`src/design/assert_macros.svh`:
```
// Assertion macros used by the list RTL.
`ifndef ASSERT_MACROS_SVH
`define ASSERT_MACROS_SVH

// Clocked check, off while reset is held.
`define ASSERT_CLK(label, prop, msg) \
  label: assert property (@(posedge clk) disable iff (rst) prop) else $error(msg);

// Clocked check that also holds during reset.
`define ASSERT_ALWAYS(label, prop, msg) \
  label: assert property (@(posedge clk) prop) else $error(msg);

`endif

```
`src/design/iil_pkg.sv`:
```
// Types and constants for the indexed insert list.
package iil_pkg;

  localparam int IIL_DEPTH = 16;
  localparam int DATA_W    = 32;
  localparam int REQ_W     = 3;
  localparam int POS_W     = 5;
  localparam int STAT_W    = 2;
  localparam int ECNT_W    = 5;

  typedef enum logic [REQ_W-1:0] {
    REQ_PUSH_BACK  = 3'd0,
    REQ_PUSH_FRONT = 3'd1,
    REQ_INSERT     = 3'd2,
    REQ_POP_BACK   = 3'd3,
    REQ_POP_FRONT  = 3'd4,
    REQ_READ       = 3'd5
  } req_kind_t;

  typedef enum logic [STAT_W-1:0] {
    ST_OK    = 2'd0,
    ST_FULL  = 2'd1,
    ST_EMPTY = 2'd2,
    ST_RANGE = 2'd3
  } status_t;

  // What every cell does in a cycle.
  typedef enum logic [1:0] {
    CMD_NONE,
    CMD_INSERT,
    CMD_REMOVE_FRONT
  } cmd_kind_t;

  typedef struct packed {
    cmd_kind_t kind;
  } cell_ctl_t;

endpackage

```
`src/design/iil_cell.sv`:
```
// One list slot: holds an entry and takes from its neighbors on shifts.
module iil_cell import iil_pkg::*; #(
  parameter int CNT_W = $clog2(IIL_DEPTH + 1),
  parameter int IDX   = 0
) (
  input  logic                     clk,
  input  cell_ctl_t                ctl,
  input  logic [CNT_W-1:0]         pos,
  input  logic signed [DATA_W-1:0] value,
  input  logic signed [DATA_W-1:0] left,
  input  logic signed [DATA_W-1:0] right,
  output logic signed [DATA_W-1:0] entry
);

  localparam logic [CNT_W-1:0] MY_IDX = CNT_W'(IDX);

  // Insert: slot at pos takes the new value, slots above take from the left.
  // Remove front: every slot takes from the right.
  always_ff @(posedge clk) begin
    case (ctl.kind)
      CMD_INSERT: begin
        if (MY_IDX == pos) begin
          entry <= value;
        end else if (MY_IDX > pos) begin
          entry <= left;
        end
      end
      CMD_REMOVE_FRONT: begin
        entry <= right;
      end
      default: begin
      end
    endcase
  end

endmodule

```
`config.mk`:
```
export PLATFORM = sky130hd
export DESIGN_NAME = iil_cell
export DESIGN_NICKNAME = d
export VERILOG_FILES = /design/src/design/assert_macros.svh /design/src/design/iil_pkg.sv /design/src/design/iil_cell.sv
export SDC_FILE = /design/constraint.sdc
export NUM_CORES = 1
export LEC_CHECK = 0
export BUFFER_PORTS_ARGS = -buffer_cell sky130_fd_sc_hd__buf_2
export CELL_PAD_IN_SITES_DETAIL_PLACEMENT = 1
export CELL_PAD_IN_SITES_GLOBAL_PLACEMENT = 1
export CORE_UTILIZATION = 32
export DETAILED_ROUTE_END_ITERATION = 6
export PLACE_DENSITY = 0.83
export SLEW_MARGIN = 25
export SYNTH_ARGS = -nofsm -noshare
export SYNTH_HDL_FRONTEND = slang
export SYNTH_SLANG_ARGS = --single-unit
```
`constraint.sdc`:
```
create_clock -name clk -period 6.2 [get_ports clk]
set_clock_uncertainty 0.05 [all_clocks]
set_input_delay 0.62 -clock clk [delete_from_list [all_inputs] [get_ports clk]]
set_output_delay 0.62 -clock clk [all_outputs]
set_load 0.02 [all_outputs]
```
== Yosys cells after proc, flatten, opt, wreduce, memory -nomap -nowiden ==
Index checks and enable logic that the tools add are counted.

* Register bits: 32
* Input port bits: 104
* Output and inout port bits: 32
* Word-level logic and storage cells: 11

* $lt $le $gt $ge: 1
* Eq/ne operators: 3
* Multiplexer cells: 3
* Reduce and logical (&&, ||, !) cells: 3

{| class="wikitable"
|+ Operators with widths
! kind !! count
|-
| 2-to-1 mux 32 bit || 2
|-
| case mux 32 bit (2 select lines) || 1
|-
| > comparator 1 x 5 -> 1 bit (first input constant) || 1
|-
| logical NOT 5 bit || 1
|-
| != test 3 bit (second input constant) || 1
|-
| equality test 2 x 1 -> 1 bit (second input constant) || 1
|-
| equality test 2 bit (second input constant) || 1
|-
| AND reduction 2 bit || 1
|-
| nonzero test 2 bit || 1
|}

== Longest topological paths before layout ==
Gate-level depths: netlist (run 1).

* Depth in word-level cells: 4
* Depth in mapped cells: 6

== Least setup slack after synthesis (run 1) ==
Ideal clock, no wire load.

* Path type: input -> register
* Start: input pos[3]
* End: register entry[0] (enable)
* Setup time: 0.425 ns
* Arrival time: 3.223 ns
* Slack: 2.502 ns
* Stages: 6
* Cell sequence: or4_4 -> buf_6 -> or2_1 -> buf_6 -> buf_6 -> o21ai_1

* Longest elaborated chain between the ends: 3

{| class="wikitable"
|+ RTL lines
! what !! RTL line !! RTL
|-
| start, declared || iil_cell.sv:8 || <nowiki>input logic [CNT_W-1:0] pos,</nowiki>
|-
| > comparator 1 x 5 -> 1 bit or logical NOT 5 bit (tied branches) || iil_cell.sv:24, iil_cell.sv:22 ||
|-
| != test 3 bit (no line) (*) || - ||
|-
| AND reduction 2 bit (no line) (*) || - ||
|-
| end signal, assigned || iil_cell.sv:23 || <nowiki>entry <= value;</nowiki>
|-
| end signal, assigned || iil_cell.sv:25 || <nowiki>entry <= left;</nowiki>
|-
| end signal, assigned || iil_cell.sv:29 || <nowiki>entry <= right;</nowiki>
|-
| end, declared || iil_cell.sv:12 || <nowiki>output logic signed [DATA_W-1:0] entry</nowiki>
|}

Every way passes the cells marked *; elsewhere a longest branch is shown, timed or not.
A chain may end at the register's enable or synchronous reset.

== Final worst setup path (run 1) ==
* Start: input pos[3]
* End: register entry[27] (enable)

The elaborated chain is that of the path after synthesis.

==> summary.md, run 1 <==
| Metric | Value |
|---|---|
| Wirelength per Cell | 15.0 um |
| CP arrival | ~2.9 ns |
| DR top layer | met4 |
| Setup WS pre-CTS | about 2.6 ns |
| Area leader, netlist | edfxtp_1 |
| Hold Buf Count CTS | 0 |
| Die X | between 80 and 90 um |
| Via count | a little under 2000 |
| Status | complete, no violations |
| Average cell area after synthesis | roughly 11 um2 |
| Count leader, synth | nand2_1 |
| Leak pwr | 1.23 nW |
| Largest net degree at the start of global routing | 66 |
| Die area | approximately 6500 um2 |
| RSZ-0062 raised after global routing | no |
| Setup TNS | 0 ns |
| Final GP Congestion | between 0.6 and 0.7 |
| Net count reported at finish | 414 |
| # rows | 28 |
| Core Region | around 6000 um2 |
| CTS-repair resized insts | 0 |
| Worst-Margin Slew | a little over 0.9 ns |
| Critical Path End Type | flip-flop |
| Num ports | about 140 |
| Port Buf Inserts | approximately 140 |
| Met2 wire len | between 3000 and 4000 um |
| Synth area leaders | edfxtp_1 (48%), o211ai_2 (18%), o211ai_1 (12%), nand2_1 (11%), clkbuf_1 (3.2%) |
| Htree depth | 2 |
| Final instance area | around 2800 um2 |
| Synth Net Count | slightly below 300 |
| Max FFs per register | 32 |
| Number of global-route vias before repair | between 1500 and 2000 |
| Largest regs | entry (32) |
| Yosys top cell area share | 0.483 |
| Register area share after synthesis | 0.483 |
| Max-Cap Viols | 0 |
| Cell Area, Synth | 1990 um2 |
| EDFF count, synth | 32 |
| Grt total ovfl | 0 |
| Routed WL | ~5800 um |
| Slew margin rel. | 0.387 |
| First-pass GRT wire length | 8700 um |
| Cells after Synth | roughly 190 |
| Fraction of registers with async set/reset | 0 |
| Setup violators final | 0 |
| Initial antenna violation count | 0 |
| HPWL Detailed | about 4200 um |
| # diodes | 0 |
| Most frequent cells after synthesis | nand2_1 (60), edfxtp_1 (32), o211ai_1 (31), o211ai_2 (29), clkbuf_1 (17) |
| Most common flop cell mapped by yosys | edfxtp_1 |
| Synthesis-to-layout area growth | 39.3% |
| Antenna-violating nets left | 0 |
| Die H | slightly above 80 um |
| Clk slew on worst S/H paths | roughly 0.060 ns |
| DP Area | 2670 um2 |
| VDD IR max | 0.0792 mV |
| Setup WS post-layout | 3.21 ns |
| Slew Viols, Final | 0 |
| GRT Total Usage | 0.175 |
| Ys Warns | 0 |
| Pre-Repair DR Iteration Count | 4 |
| Initial Utilization | 0.334 |
| Root buffer cell | clkbuf_8 |
| Hold/Removal Path Class | input pin to flip-flop |
| Critical path launch point type | input pin |
| Largest register by flop count | entry |
| Pwr Density | 198 nW/um2 |
| Part of the cycle the worst path needs | 0.482 |
| Via density | between 5 and 6 |
| Seq cells post-synth | 32 |
| Final hold vios | 0 |
| CTS tree | built |
| Crit path kind | input pin to flip-flop |
| Final Critical Period | approximately 3 ns |
| FMAX | around 330 MHz |
| DRT iter0 DRCs | 54 |
| Drt drc | 0 |
| Unique masters post-synth | 15 |
| M1 WL | approximately 2300 um |
| Number of buffers created by CTS | 5 |
| Worst Path Required | about 6 ns |
| WL met3 | about 430 um |
| Critical path peak fanout | 35 |
| Sink Count | 32 |
| Max Root-Sink Buffers | 2 |
| Fillers | approximately 730 |
| Share of layout cells above drive strength 1 | 0.577 |
| Postcts setup bufs | 0 |
-- cells by family (layout without fill, tap and decap cells) --
| group | after synthesis | count (layout) | share of synthesized area |
|---|---|---|---|
| compound gates | 65 | 65 | 0.313 |
| buf+inv | 22 | 144 | 0.0603 |
| flops | 32 | 32 | 0.483 |
| simple gates | 69 | 69 | 0.144 |
-- area by class of cell --
cell class / count / area [um2] / area share
clock buffer: 6 / 72.6 / 0.0262
clock inverter: 1 / 5.00 / 0.00180
multi-input combinational: 134 / 931 / 0.336
sequential: 32 / 961 / 0.346
tap: 75 / 93.8 / 0.0338
timing repair buffer: 137 / 711 / 0.256
-- critical path, cell delays in order --
cell and delay, ns:
buf_2 0.09, or4_4 0.73, or2_2 0.69, o21ai_4 0.53
buf_16 0.23
-- through the flow --
| stage | util | hold WS [ns] | power [mW] | std cells |
|---|---|---|---|---|
| after floorplan | - | 0.776 | 0.346 | 188 |
| after global placement | 0.447 | 0.867 | 0.400 | 377 |
| after detailed placement | 0.448 | 0.869 | 0.404 | 377 |
| after CTS | 0.461 | 0.575 | 0.555 | 384 |
| after global routing | 0.466 | 0.578 | 0.578 | 385 |
| final | 0.466 | 0.585 | 0.548 | 385 |
-- power breakdown --
group          internal, mW  switching, mW  total (mW)
logic                0.0579         0.0771       0.135
clock network        0.0762         0.0723       0.149
registers             0.260        0.00457       0.264
-- routing by layer --
metal / vias up / GRT usage
li1: 950 / -
met3: 2 / 0.0427
met4: 0 / 0.0429
met5: - / 0
met2: 80 / 0.327
met1: 906 / 0.196
-- path summary, 6_finish.rpt --
path,from,to,cells after the start
setup / recovery,pos[3],entry[27]$_DFFE_PP_,5
hold / removal,right[18],entry[18]$_DFFE_PP_,3
-- cells in the final DEF (no fill, tap or decap), drive strengths merged, types with 2 or more instances in the layout --
master / netlist / layout
nor2: 2 / 2
nand2: 60 / 60
nand2b: 2 / 2
buf: 5 / 137
edfxtp: 32 / 32
o211ai: 60 / 60
clkbuf: 17 / 6
or3b: 2 / 2
a31oi: 2 / 2
o21ai: 3 / 3
No activity file was read; power rests on OpenSTA's default activity.
==> inputs of run 2 (changes only) <==
--- a/config.mk
+++ b/config.mk
@@ -5,12 +5,13 @@
 export SDC_FILE = /design/constraint.sdc
 export NUM_CORES = 1
 export LEC_CHECK = 0
+export ABC_AREA = 1
 export BUFFER_PORTS_ARGS = -buffer_cell sky130_fd_sc_hd__buf_2
 export CELL_PAD_IN_SITES_DETAIL_PLACEMENT = 1
 export CELL_PAD_IN_SITES_GLOBAL_PLACEMENT = 1
-export CORE_UTILIZATION = 32
+export CORE_UTILIZATION = 28
 export DETAILED_ROUTE_END_ITERATION = 6
-export PLACE_DENSITY = 0.83
+export PLACE_DENSITY = 0.77
 export SLEW_MARGIN = 25
 export SYNTH_ARGS = -nofsm -noshare
 export SYNTH_HDL_FRONTEND = slang
==> constraint.sdc (replaced) <==
create_clock -name clk -period 3 [get_ports clk]
set_clock_uncertainty 0.05 [all_clocks]
set_input_delay 0.3 -clock clk [delete_from_list [all_inputs] [get_ports clk]]
set_output_delay 0.3 -clock clk [all_outputs]
set_load 0.02 [all_outputs]
==> run 2 against run 1 <==
Compared with the run above: design area up 4.9%; synthesized area grew 3.7%; global-route usage is 0.72 points higher; clock power rose by 110%; sequential share of layout area shrank 1.6 points; largest cell class unchanged; largest power group unchanged.
==> summary.md, run 2 <==
| Metric | Value |
|---|---|
| Die H | 87.9 um |
| HPWL Detailed | between 4000 and 5000 um |
| Via count | roughly 2300 |
| Worst Path Required | just under 3 ns |
| Post-layout util | 0.419 |
| Fraction of registers with async set/reset | 0 |
| First-pass GRT wire length | approximately 11000 um |
| Setup violators final | 0 |
| Status | complete, no violations |
| Initial antenna violation count | 0 |
| Hold Buf Count CTS | 0 |
| Port Buf Inserts | about 140 |
| CTS-repair resized insts | 0 |
| Crit path kind | input pin to flip-flop |
| Unique masters post-synth | 12 |
| Pre-Repair DR Iteration Count | 4 |
| Slew margin rel. | 0.590 |
| # rows | 30 |
| Slew Viols, Final | 0 |
| HP Start | right[16] |
| Share of layout cells above drive strength 1 | 0.375 |
| EDFF count, synth | 32 |
| Via density | 4.54 |
| Grt total ovfl | 0 |
| Critical path launch point type | input pin |
| Antenna-violating nets left | 0 |
| Largest register by flop count | entry |
| Hold depth | 3 |
| Most frequent cells in the layout | buf_2 (135), nand2_1 (97), inv_1 (64) |
| Max Root-Sink Buffers | 2 |
| Die area | ~7700 um2 |
| Wirelength per Cell | between 10 and 15 um |
| Most common flop cell mapped by yosys | edfxtp_1 |
| Die X | 87.9 um |
| Max-Cap Viols | 0 |
| Final hold vios | 0 |
| Synthesis-to-layout area growth | 41.0% |
| Final Critical Period | around 1.6 ns |
| Drt drc | 0 |
| RSZ-0062 raised after global routing | no |
| DRT iter0 DRCs | 51 |
| Synth Net Count | 387 |
| Largest regs | entry (32) |
| FMAX | between 600 and 700 MHz |
| Count leader, synth | nand2_1 |
| WHS Endpoint | entry[16]$_DFFE_PP_ |
| Leak pwr | approximately 1.7 nW |
| GRT Total Usage | 0.182 |
| Register area share after synthesis | 0.465 |
| Area leader, netlist | edfxtp_1 |
| Synth area leaders | edfxtp_1 (47%), nand2_1 (18%), inv_1 (12%), nand4_1 (9.7%), nand3_1 (7.8%) |
| Pwr Density | slightly below 400 nW/um2 |
| Root buffer cell | clkbuf_8 |
| Clk slew on worst S/H paths | 0.07 ns |
| Cell Area, Synth | 2060 um2 |
| Worst-Margin Slew | 0.614 ns |
| CP arrival | about 1.6 ns |
| VDD IR max | between 0.1 and 0.15 mV |
| Max FFs per register | 32 |
| Routed WL | between 6000 and 7000 um |
| Sink Count | 32 |
| Average cell area after synthesis | approximately 7.3 um2 |
| # diodes | 0 |
| Postcts setup bufs | 0 |
| Core Region | about 6900 um2 |
| Critical path peak fanout | 33 |
| Hold/Removal Path Class | input pin to flip-flop |
| Commonest non-fill, non-tap cell in the layout | buf_2 |
| Largest net degree at the start of global routing | 34 |
| Initial Utilization | 0.297 |
| Htree depth | 2 |
| CTS tree | built |
| Cells after Synth | 283 |
| Num ports | 136 |
| Final GP Congestion | 0.771 |
| Setup TNS | 0 ns |
| Most frequent cells after synthesis | nand2_1 (97), inv_1 (64), edfxtp_1 (32), nand3_1 (32), nand4_1 (32) |
| Number of buffers created by CTS | 5 |
| Net count reported at finish | ~520 |
| Part of the cycle the worst path needs | 0.528 |
| Yosys top cell area share | 0.465 |
| Critical Path End Type | flip-flop |
| Number of global-route vias before repair | 2448 |
| Seq cells post-synth | 32 |
| Ys Warns | 0 |
[run 2: how the worst max path moves through the flow]
stage	startpoint	endpoint	slack [ns]	depth (start not counted)
after global routing	ctl[1]	entry[7]$_DFFE_PP_	1.31	6
after detailed placement	ctl[1]	entry[2]$_DFFE_PP_	1.08	6
after CTS	ctl[1]	entry[7]$_DFFE_PP_	1.37	6
after global placement	ctl[1]	entry[4]$_DFFE_PP_	1.12	6
final	ctl[1]	entry[7]$_DFFE_PP_	1.42	6
after floorplan	pos[1]	entry[0]$_DFFE_PP_	0.32	4
[run 2: area by class of cell]
type,count,area [um2]
Tap cell,96,120
Multi-Input combinational cell,166,779
Fill cell,941,4030
Timing Repair Buffer,141,721
Inverter,67,251
Sequential cell,32,961
Clock inverter,1,5.00
Clock buffer,6,72.6
[run 2: report_power, final]
part | switching [mW] | internal (mW)
sequential | 0.00956 | 0.537
combinational | 0.169 | 0.108
clock | 0.153 | 0.158
total | 0.331 | 0.802
[run 2: cells by family after synthesis]
logic type,after synthesis,synth area share
AOI/OAI and AO/OA,1,0.00242
buffers and inverters,85,0.162
DFF,32,0.465
and+or+nand+nor,165,0.370
[run 2: worst max-delay path: stages]
cell and delay [ns]:
buf_2 0.10, inv_2 0.05, nor2_2 0.04, inv_2 0.45, o21ai_4 0.29, buf_4 0.31
[run 2: stage by stage]
stage	worst slack [ns]	cell area, um2	instances	hold WS, ns	power, mW
after floorplan	0.320	2060	283	0.436	0.705
after global placement	1.12	2830	502	0.526	0.830
after detailed placement	1.08	2830	502	0.524	0.837
after CTS	1.37	2910	509	0.234	1.15
after global routing	1.31	2910	509	0.240	1.20
final	1.42	2910	509	0.242	1.13
[run 2: per-layer routing]
layer  GRT usage  vias to the layer above  wire length [um]
met5           0                        -                 0
met4      0.0447                        0                68
met3      0.0405                        5               473
met2       0.339                       88              3440
met1       0.209                     1064              2760
li1            -                     1156                 -
==> inputs of run 3 (changes only) <==
==> constraint.sdc (replaced) <==
create_clock -name clk -period 1.49 [get_ports clk]
set_clock_uncertainty 0.05 [all_clocks]
set_input_delay 0.149 -clock clk [delete_from_list [all_inputs] [get_ports clk]]
set_output_delay 0.149 -clock clk [all_outputs]
set_load 0.02 [all_outputs]
==> run 3 against run 2 <==
Compared with the run above: worst setup slack worse by 0.99 ns; total power is 100% higher; non-clock buffer count grew 6; wire length rose by 3.5%; core utilization rose by 0.90 points; sequential share of layout area decreased by 0.69 points; design area grew 2.1%; sequential power rose by 100%; clock power rose by 100%; critical path depth did not move; count of clock-buffer cells in the layout down 1; flip-flop and latch count unchanged; critical endpoint is now entry[26]$_DFFE_PP_; highest routed layer unchanged.
==> summary.md, run 3 (same netlist as run 2, synthesis figures left out) <==
| Metric | Value |
|---|---|
| Postcts setup bufs | 0 |
| VDD IR max | around 0.33 mV |
| Port Buf Inserts | 135 |
| Max Root-Sink Buffers | 2 |
| Final hold vios | 0 |
| Die H | approximately 88 um |
| DRT iter0 DRCs | 73 |
| Slew margin rel. | 0.752 |
| Grt met2 use | 0.366 |
| M1 GR Usage | 0.196 |
| Number of buffers created by CTS | 5 |
| Pre-Repair DR Iteration Count | 4 |
| Critical path launch point type | input pin |
| Largest regs | entry (32) |
| Crit path kind | input pin to flip-flop |
| First-pass GRT wire length | 10800 um |
| CTS tree | built |
| Max FFs per register | 32 |
| Core Region | ~7000 um2 |
| Grt total ovfl | 0 |
| Drt drc | 0 |
| Combinational share of power | 0.250 |
| Critical Path End Type | flip-flop |
| DP Area | slightly below 3000 um2 |
| Sequential Power Share | 0.478 |
| Most frequent cells in the layout | buf_2 (135), nand2_1 (97), inv_1 (64) |
| Worst setup path end | entry[26]$_DFFE_PP_ |
| # rows | 30 |
| Switching power total | a little under 0.7 mW |
| Hold Buf Count CTS | 0 |
| Clock power share | 0.272 |
| RSZ-0062 raised after global routing | no |
| FMAX | around 940 MHz |
| Max-Cap Viols | 0 |
| Final instance area | ~3000 um2 |
| Clk slew on worst S/H paths | around 0.07 ns |
| Post-layout util | 0.428 |
| Hold/Removal Path Class | input pin to flip-flop |
| Final Power | approximately 2.3 mW |
| Top Usage Layer GRT | met2 |
| Synthesis-to-layout area growth | 44.0% |
| Final Critical Period | 1.07 ns |
| Commonest non-fill, non-tap cell in the layout | buf_2 |
| Die area | 7720 um2 |
| Worst Setup SP | pos[3] |
| Worst hold slack | 0.0977 ns |
| Worst Path Required | ~1.5 ns |
| Leak pwr | around 1.7 nW |
| Worst-Margin Slew | around 0.37 ns |
| Via density | 4.56 |
| Num ports | roughly 140 |
| Routed WL | between 6000 and 7000 um |
| Largest register by flop count | entry |
| Die X | a little under 90 um |
| Largest net degree at the start of global routing | 33 |
| Net Sw Frac | 0.293 |
| Critical path peak fanout | 32 |
| Setup TNS | 0 ns |
| M3 GR Usage | 0.0283 |
| Root buffer cell | clkbuf_8 |
| Net count reported at finish | between 500 and 600 |
| GRT Total Usage | 0.182 |
| Sink Count | 32 |
| Htree depth | 2 |
| Via count | 2353 |
| # diodes | 0 |
| Antenna-violating nets left | 0 |
| Setup violators final | 0 |
| Share of layout cells above drive strength 1 | 0.386 |
| Initial Utilization | 0.297 |
| Part of the cycle the worst path needs | 0.717 |
| Number of global-route vias before repair | 2371 |
| Wirelength per Cell | 13.5 um |
| CP arrival | between 1 and 1.5 ns |
| Initial antenna violation count | 0 |
| Slew Viols, Final | 0 |
| Final GP Congestion | ~0.74 |
| Pwr Density | between 700 and 800 nW/um2 |
| Status | complete, no violations |
| HPWL Detailed | about 5300 um |
| CTS-repair resized insts | 0 |
| Internal | between 1.5 and 2 mW |
## run 3: how the worst min path moves through the flow
stage | start | end | slack (ns) | cells after the start
6_report | right[19] | entry[19]$_DFFE_PP_ | 0.1 | 3
2_1_floorplan | right[22] | entry[22]$_DFFE_PP_ | 0.28 | 2
5_1_grt | right[19] | entry[19]$_DFFE_PP_ | 0.09 | 3
4_1_cts | right[19] | entry[19]$_DFFE_PP_ | 0.09 | 3
3_5_place_dp | right[19] | entry[19]$_DFFE_PP_ | 0.38 | 3
3_3_place_gp | right[13] | entry[13]$_DFFE_PP_ | 0.37 | 3
## run 3: per-layer routing
metal,vias up,part of all wire
met4,0,0.0069
li1,1168,-
met5,-,0
met1,1094,0.39
met2,87,0.55
met3,4,0.056
## run 3: critical path, cell delays in order
cell and delay [ns]:
buf_2 0.11, nor2_4 0.11, buf_4 0.35, nand4_1 0.14, nand3_1 0.13, nand2_1 0.06
## run 3: layout make-up
type | instances | area, um2
Clock buffer | 5 | 68.8
Multi-Input combinational cell | 166 | 779
Tap cell | 96 | 120
Fill cell | 934 | 3970
Clock inverter | 3 | 13.8
Inverter | 67 | 251
Timing Repair Buffer | 147 | 778
Sequential cell | 32 | 961
## run 3: power by group through the flow
| stage | Clock [mW] | Sequential (mW) | Combinational (mW) |
|---|---|---|---|
| after floorplan | 0 | 1.21 | 0.208 |
| after global placement | 0 | 1.12 | 0.570 |
| after detailed placement | 0 | 1.12 | 0.583 |
| after CTS | 0.657 | 1.10 | 0.585 |
| after global routing | 0.701 | 1.11 | 0.640 |
| final | 0.626 | 1.10 | 0.576 |
## run 3: stage by stage
| stage | setup WS, ns | instances |
|---|---|---|
| 2_1_floorplan | -0.111 | 283 |
| 3_3_place_gp | 0.169 | 508 |
| 3_5_place_dp | 0.125 | 508 |
| 4_1_cts | 0.422 | 516 |
| 5_1_grt | 0.311 | 516 |
| 6_report | 0.422 | 516 |
